--- config.mk ---
export PLATFORM = sky130hd
export DESIGN_NAME = lct_ctrl_flat
export DESIGN_NICKNAME = d
export VERILOG_FILES = /design/src/hdl/leader_cluster_table_top_macros.svh /design/src/hdl/lct_pkg.sv /design/src/hdl/lct_req_if.sv /design/src/hdl/lct_ctrl.sv /design/src/flat_wrapper.sv
export SDC_FILE = /design/constraint.sdc
export NUM_CORES = 1
export LEC_CHECK = 0
export BUFFER_PORTS_ARGS = -buffer_cell sky130_fd_sc_hd__buf_2
export CORE_ASPECT_RATIO = 1.25
export CORE_MARGIN = 2
export CORE_UTILIZATION = 37
export DETAILED_ROUTE_END_ITERATION = 16
export HOLD_SLACK_MARGIN = 0.08
export PLACE_DENSITY = 0.78
export SLEW_MARGIN = 20
export SYNTH_ARGS = -nofsm -noshare
export SYNTH_HDL_FRONTEND = slang
export SYNTH_SLANG_ARGS = --single-unit
--- constraint.sdc ---
create_clock -name clk -period 1.9 [get_ports clk]
set_input_delay 0.475 -clock clk [delete_from_list [all_inputs] [get_ports clk]]
set_output_delay 0.475 -clock clk [all_outputs]
set_load 0.005 [all_outputs]
--- src/hdl/leader_cluster_table_top_macros.svh ---
// assertion macros for the leader cluster table
`ifndef LEADER_CLUSTER_TABLE_TOP_MACROS_SVH
`define LEADER_CLUSTER_TABLE_TOP_MACROS_SVH

// same-cycle implication
`define LCT_ASSERT_IMPLY(name, clock, reset, ante, cons) \
  name: assert property (@(posedge clock) disable iff (reset) (ante) |-> (cons)) \
    else $error("lct assertion failed");

// next-cycle implication
`define LCT_ASSERT_NEXT(name, clock, reset, ante, cons) \
  name: assert property (@(posedge clock) disable iff (reset) (ante) |=> (cons)) \
    else $error("lct assertion failed");

`endif

--- src/hdl/lct_pkg.sv ---
// package: constants, codes and control types of the leader cluster table
package lct_pkg;

  localparam int TABLE_DEPTH = 64;
  localparam int REPORT_MAX  = 4;

  localparam int IDX_W  = $clog2(TABLE_DEPTH);
  localparam int CNT_W  = $clog2(TABLE_DEPTH + 1);
  localparam int K_W    = (REPORT_MAX > 1) ? $clog2(REPORT_MAX) : 1;
  localparam int KC_W   = $clog2(REPORT_MAX + 1);

  localparam int OP_W       = 2;
  localparam int KIND_W     = 2;
  localparam int SLOT_W     = 6;
  localparam int COORD_W    = 20;
  localparam int CENTRE_W   = 28;
  localparam int COUNT_W    = 16;
  localparam int RADIUS_W   = 32;
  localparam int MINPTS_W   = 16;
  localparam int CFG_W      = 32;
  localparam int CFG_IDX_W  = 1;
  localparam int FRAC_SHIFT = 8;
  localparam int DIFF_W     = CENTRE_W + 1;
  localparam int STEP_W     = 11;
  localparam int PROD_W     = DIFF_W + STEP_W;
  localparam int STEP_SHIFT = 16;
  localparam int DX_W       = COORD_W + 1;
  localparam int SQ_W       = 2 * DX_W - 1;
  localparam int D2_W       = SQ_W + 1;
  localparam int ENTRY_W    = 2 * CENTRE_W + COUNT_W;

  localparam logic signed [STEP_W-1:0] STEP_NUM   = 11'sd655;
  localparam logic [COUNT_W-1:0]       COUNT_MAX  = '1;
  localparam logic [RADIUS_W-1:0]      RADIUS_RST = 32'd16384;
  localparam logic [MINPTS_W-1:0]      MINPTS_RST = 16'd5;

  localparam logic [CFG_IDX_W-1:0] REG_RADIUS_SQ  = 1'd0;
  localparam logic [CFG_IDX_W-1:0] REG_MIN_POINTS = 1'd1;

  localparam logic [OP_W-1:0] OP_INSERT = 2'd0;
  localparam logic [OP_W-1:0] OP_REPORT = 2'd1;
  localparam logic [OP_W-1:0] OP_CLEAR  = 2'd2;

  typedef enum logic [KIND_W-1:0] {
    KIND_INSERT = 2'd0,
    KIND_ENTRY  = 2'd1,
    KIND_EMPTY  = 2'd2,
    KIND_CLEAR  = 2'd3
  } kind_t;

  typedef enum logic [2:0] {
    RES_MATCH = 3'd0,
    RES_NEW   = 3'd1,
    RES_DROP  = 3'd2,
    RES_ENTRY = 3'd3,
    RES_EMPTY = 3'd4,
    RES_CLEAR = 3'd5
  } res_sel_t;

  typedef struct packed {
    logic     load;
    logic     scan_start;
    logic     scan_run;
    logic     scan_ins;
    logic     upd_mul;
    logic     write_upd;
    logic     write_new;
    logic     used_clear;
    logic     rep_setup;
    logic     rep_rd;
    logic     rep_next;
    logic     out_load;
    res_sel_t out_sel;
  } cmd_t;

  typedef struct packed {
    logic hit;
    logic scan_end;
    logic full;
    logic qual_zero;
    logic rep_last;
    logic out_free;
  } status_t;

endpackage

--- src/hdl/lct_req_if.sv ---
// interface: input transaction channel
interface lct_req_if;
  logic                                valid;
  logic                                ready;
  logic        [lct_pkg::OP_W-1:0]     op;
  logic signed [lct_pkg::COORD_W-1:0]  point_x;
  logic signed [lct_pkg::COORD_W-1:0]  point_y;

  modport source (output valid, op, point_x, point_y, input ready);
  modport sink (input valid, op, point_x, point_y, output ready);
endinterface

--- src/hdl/lct_ctrl.sv ---
// controller: sequences insert, report and clear over the datapath
module lct_ctrl (
  input  logic             clk,
  input  logic             rst,
  lct_req_if.sink          req,
  input  lct_pkg::status_t st,
  output lct_pkg::cmd_t    cmd
);

  typedef enum logic [10:0] {
    S_IDLE     = 11'b000_0000_0001,
    S_INS_SCAN = 11'b000_0000_0010,
    S_INS_UPD1 = 11'b000_0000_0100,
    S_INS_UPD2 = 11'b000_0000_1000,
    S_INS_NEW  = 11'b000_0001_0000,
    S_INS_DROP = 11'b000_0010_0000,
    S_REP_SCAN = 11'b000_0100_0000,
    S_REP_NONE = 11'b000_1000_0000,
    S_REP_RD   = 11'b001_0000_0000,
    S_REP_OUT  = 11'b010_0000_0000,
    S_CLR      = 11'b100_0000_0000
  } state_t;

  state_t state;
  state_t state_next;

  assign req.ready = (state == S_IDLE);

  always_ff @(posedge clk) begin
    if (rst) begin
      state <= S_IDLE;
    end else begin
      state <= state_next;
    end
  end

  always_comb begin
    state_next = state;
    cmd        = '0;
    cmd.out_sel = lct_pkg::RES_MATCH;
    case (state)
      S_IDLE: begin
        if (req.valid) begin
          cmd.load = 1'b1;
          case (req.op)
            lct_pkg::OP_INSERT: begin
              cmd.scan_start = 1'b1;
              state_next     = S_INS_SCAN;
            end
            lct_pkg::OP_REPORT: begin
              cmd.scan_start = 1'b1;
              state_next     = S_REP_SCAN;
            end
            lct_pkg::OP_CLEAR: state_next = S_CLR;
            default: ;
          endcase
        end
      end
      S_INS_SCAN: begin
        cmd.scan_run = 1'b1;
        cmd.scan_ins = 1'b1;
        if (st.hit) begin
          state_next = S_INS_UPD1;
        end else if (st.scan_end) begin
          state_next = st.full ? S_INS_DROP : S_INS_NEW;
        end
      end
      S_INS_UPD1: begin
        cmd.upd_mul = 1'b1;
        state_next  = S_INS_UPD2;
      end
      S_INS_UPD2: begin
        if (st.out_free) begin
          cmd.write_upd = 1'b1;
          cmd.out_load  = 1'b1;
          cmd.out_sel   = lct_pkg::RES_MATCH;
          state_next    = S_IDLE;
        end
      end
      S_INS_NEW: begin
        if (st.out_free) begin
          cmd.write_new = 1'b1;
          cmd.out_load  = 1'b1;
          cmd.out_sel   = lct_pkg::RES_NEW;
          state_next    = S_IDLE;
        end
      end
      S_INS_DROP: begin
        if (st.out_free) begin
          cmd.out_load = 1'b1;
          cmd.out_sel  = lct_pkg::RES_DROP;
          state_next   = S_IDLE;
        end
      end
      S_REP_SCAN: begin
        cmd.scan_run = 1'b1;
        if (st.scan_end) begin
          cmd.rep_setup = 1'b1;
          state_next    = st.qual_zero ? S_REP_NONE : S_REP_RD;
        end
      end
      S_REP_NONE: begin
        if (st.out_free) begin
          cmd.out_load = 1'b1;
          cmd.out_sel  = lct_pkg::RES_EMPTY;
          state_next   = S_IDLE;
        end
      end
      S_REP_RD: begin
        cmd.rep_rd = 1'b1;
        state_next = S_REP_OUT;
      end
      S_REP_OUT: begin
        if (st.out_free) begin
          cmd.out_load = 1'b1;
          cmd.out_sel  = lct_pkg::RES_ENTRY;
          if (st.rep_last) begin
            state_next = S_IDLE;
          end else begin
            cmd.rep_next = 1'b1;
            state_next   = S_REP_RD;
          end
        end
      end
      S_CLR: begin
        if (st.out_free) begin
          cmd.used_clear = 1'b1;
          cmd.out_load   = 1'b1;
          cmd.out_sel    = lct_pkg::RES_CLEAR;
          state_next     = S_IDLE;
        end
      end
      default: state_next = S_IDLE;
    endcase
  end

endmodule
--- src/flat_wrapper.sv ---
// flat-port wrapper written by rule: the top's interface ports become plain ports
module lct_ctrl_flat 
  (clk, rst, st, cmd, req_valid, req_op, req_point_x, req_point_y, req_ready);
  lct_req_if req_i ();
  input  logic clk;
  input  logic rst;
  input  lct_pkg::status_t st;
  output lct_pkg::cmd_t cmd;
  input wire logic [$bits(req_i.valid)-1:0] req_valid;
  input wire logic [$bits(req_i.op)-1:0] req_op;
  input wire logic [$bits(req_i.point_x)-1:0] req_point_x;
  input wire logic [$bits(req_i.point_y)-1:0] req_point_y;
  output wire logic [$bits(req_i.ready)-1:0] req_ready;
  assign req_i.valid = req_valid;
  assign req_i.op = req_op;
  assign req_i.point_x = req_point_x;
  assign req_i.point_y = req_point_y;
  assign req_ready = req_i.ready;
  lct_ctrl u_core (.clk(clk), .rst(rst), .req(req_i), .st(st), .cmd(cmd));
endmodule
==> impl_metrics.ini <==
[outcome]
status = finished, violations left
violations = setup timing

[timing]
finClkSkew_ps = 3.21
slew_violations = 0
finalHoldViolations = 0
max-slew-margin-rel_pct = 75.6
worst_pin_slew_ps = 363
max_freq_ghz = 0.421
finalWorstSetupSlack_ps = -476
final.setup.tns_ps = -6200
fin_hold_ws_ps = 434
min_period_ps = 2380
rsz0062_at_grt = true
final.period_utilization_pct = 125
setup_viol = 25

[power]
p_seq_share_pct = 15.2
switching_share_pct = 40.0
switchingPower_uw = 758
power_density_mw_per_mm2 = 1050
pwr-share-clk_pct = 9.2
peakVddDrop_mv = 0.981
combinationalPowerShare_pct = 75.6
power_uw = 1900
p_int_uw = 1140
p_leak_uw = 0.000783

[synth]
synthTopCellsByArea = dfxtp_1 (23%), nor4_4 (6.7%), ha_1 (5.3%)
synth-edff-count = 0
synth_top_area_share_pct = 23.2
synth_compound_area_share_pct = 13.5
synth-xor-area-share_pct = 4.62
synth-simple-area-share_pct = 40.6
syn-instance-count = 117
yosysTopAreaCell = dfxtp_1
yosysSeqAreaShare_pct = 23.2
netlist_area_sq_um = 947
synth_seq_cells = 11
syn_nets = 172
synth_top_flop_cell = dfxtp_1
synth.most_common_cell = nor2_1
synthTopCellsByCount = nor2_1 (13), dfxtp_1 (11), nor3_1 (7)
synth_cell_types = 38
synth-adder-area-share_pct = 5.28
ys_warn_count = 0
syn_avg_cell_area_sq_um = 8.10
synthMuxAreaShare_pct = 4.23
synth_top_family_by_area = simple AND/OR/NAND/NOR gates
async_reset_ff_share_pct = 0

[worst_setup_path]
critPathRequiredTime_ps = 1420
critPathMaxFanout = 4
rrSetupSlack_ps = -210
end_kind = output port
worstSetupPathType = flop to output port
startpoint_type = flop
arrival_ps = 1900

[global_routing]
first_global_vias = 1201
grt_pass1_wl_um = 5670
antenna_found_initial = 0
overflow = 0
grt_max_degree = 13
track_usage_pct = 25.5

[finish]
top_regs = u_core.state x11
design_area_sq_mm = 0.00181
regMostFlops = u_core.state
final_util_pct = 74.6
final_nets = 247
fillCellCount = 166
largest_reg_flops = 11
drive_gt1_share_pct = 67.0
diodes = 0
synthToLayoutAreaGrowth_pct = 91.3

[route]
wire_per_inst_um = 17.7
drt-vias-per-instance = 5.55
detail-route-antenna-nets = 0
num_vias = 1243
dr.first_iter.drc_count = 50
route.detailed.drc = 0
drt-total-wl_um = 3960
first_pass_iters = 4

[floorplan]
dieArea_sq_mm = 0.00298
start_util_pct = 39.0
coreArea_sq_mm = 0.00243
die_y_um = 60.6
die_x_um = 49.3
ios = 67
row_count = 20

[place]
dp_hpwl_um = 1900
port_buffers = 26
place.gp.congestion = 0.779
dpl_cell_area_sq_mm = 0.00124

[clocking]
cts_tree = built
clk_path_buf_depth = 2
numClockSinks = 11
clk_latency_ps = 290
h-tree-depth = 1
path_clk_slew_ps = 70
clock-root-buffer = clkbuf_4
cts_made_buffers = 3

[hold_path]
min_path_type = primary input to flop

[flow_run]
cap_violations = 0
cells by family after synthesis:
kind of cell	count (synthesis)
AND/OR/NAND/NOR	60
AO/OA/AOI/OAI	19
buffers and inverters	14
flip-flops	11
XOR/XNOR	5
multiplexers	4
adder cells (fa/ha/maj)	4
worst max-delay path: stages (launching register included):
cell	delay [ps]
dfxtp_2	340
nor4_4	290
nand2_1	110
or3_4	440
buf_4	170
nor2_2	120
buf_2	130
cell type report:
| cell class | instances | area [sq um] | share of cell area (%) |
|---|---|---|---|
| Clock buffer | 4 | 26.3 | 1.45 |
| Inverter | 6 | 22.5 | 1.24 |
| Multi-Input combinational cell | 92 | 880 | 48.5 |
| Sequential cell | 11 | 236 | 13.1 |
| Tap cell | 33 | 41.3 | 2.28 |
| Timing Repair Buffer | 78 | 606 | 33.4 |
placed cells by master, fill, tap and decap left out, drive strengths merged, types with 3 or more instances in the layout:
cell / count
buf: 78
nor2: 13
dfxtp: 11
nor4: 8
nor3: 8
nand2: 7
inv: 6
and2: 6
o21ai: 6
ha: 4
mux2i: 4
clkbuf: 4
o21a: 3
xnor2: 3
nor4b: 3
a21oi: 3
power by group through the flow:
stage | Clock [uW] | Combinational, uW | Sequential [uW]
final | 175 | 1430 | 288
after global routing | 180 | 1500 | 290
after CTS | 168 | 1240 | 287
after detailed placement | 0 | 733 | 288
after global placement | 0 | 722 | 287
after floorplan | 0 | 506 | 282
through the flow:
step | worst slack (ps) | instances
2_1_floorplan | -155 | 117
3_3_place_gp | -145 | 191
3_5_place_dp | -138 | 191
4_1_cts | -389 | 218
5_1_grt | -527 | 224
6_report | -476 | 224
what timing repair did:
item / CTS / global route
buffers inserted: 24 / 10
pin swaps: 21 / 23
setup endpoints to repair: 22 / 25
gates resized for setup: 51 / 25
hold buffers: 0 / 0
metal layers:
layer | wire length (um) | track usage (%) | up-vias
met5 | 0 | 0 | -
met4 | 206 | 15.5 | 0
met3 | 190 | 2.22 | 27
met2 | 2080 | 48.8 | 63
met1 | 1480 | 27.6 | 587
li1 | - | - | 566
path summary, 6_finish.rpt:
check / from / end / depth (start not counted)
worst min register to register: u_core.state[7] / u_core.state[7] / 2
worst max register to register: u_core.state[10] / u_core.state[6] / 10
worst min-delay path: st[3] / u_core.state[5] / 3
worst max-delay path: u_core.state[1] / cmd[5] / 6
No activity file was read; power rests on OpenSTA's default activity.
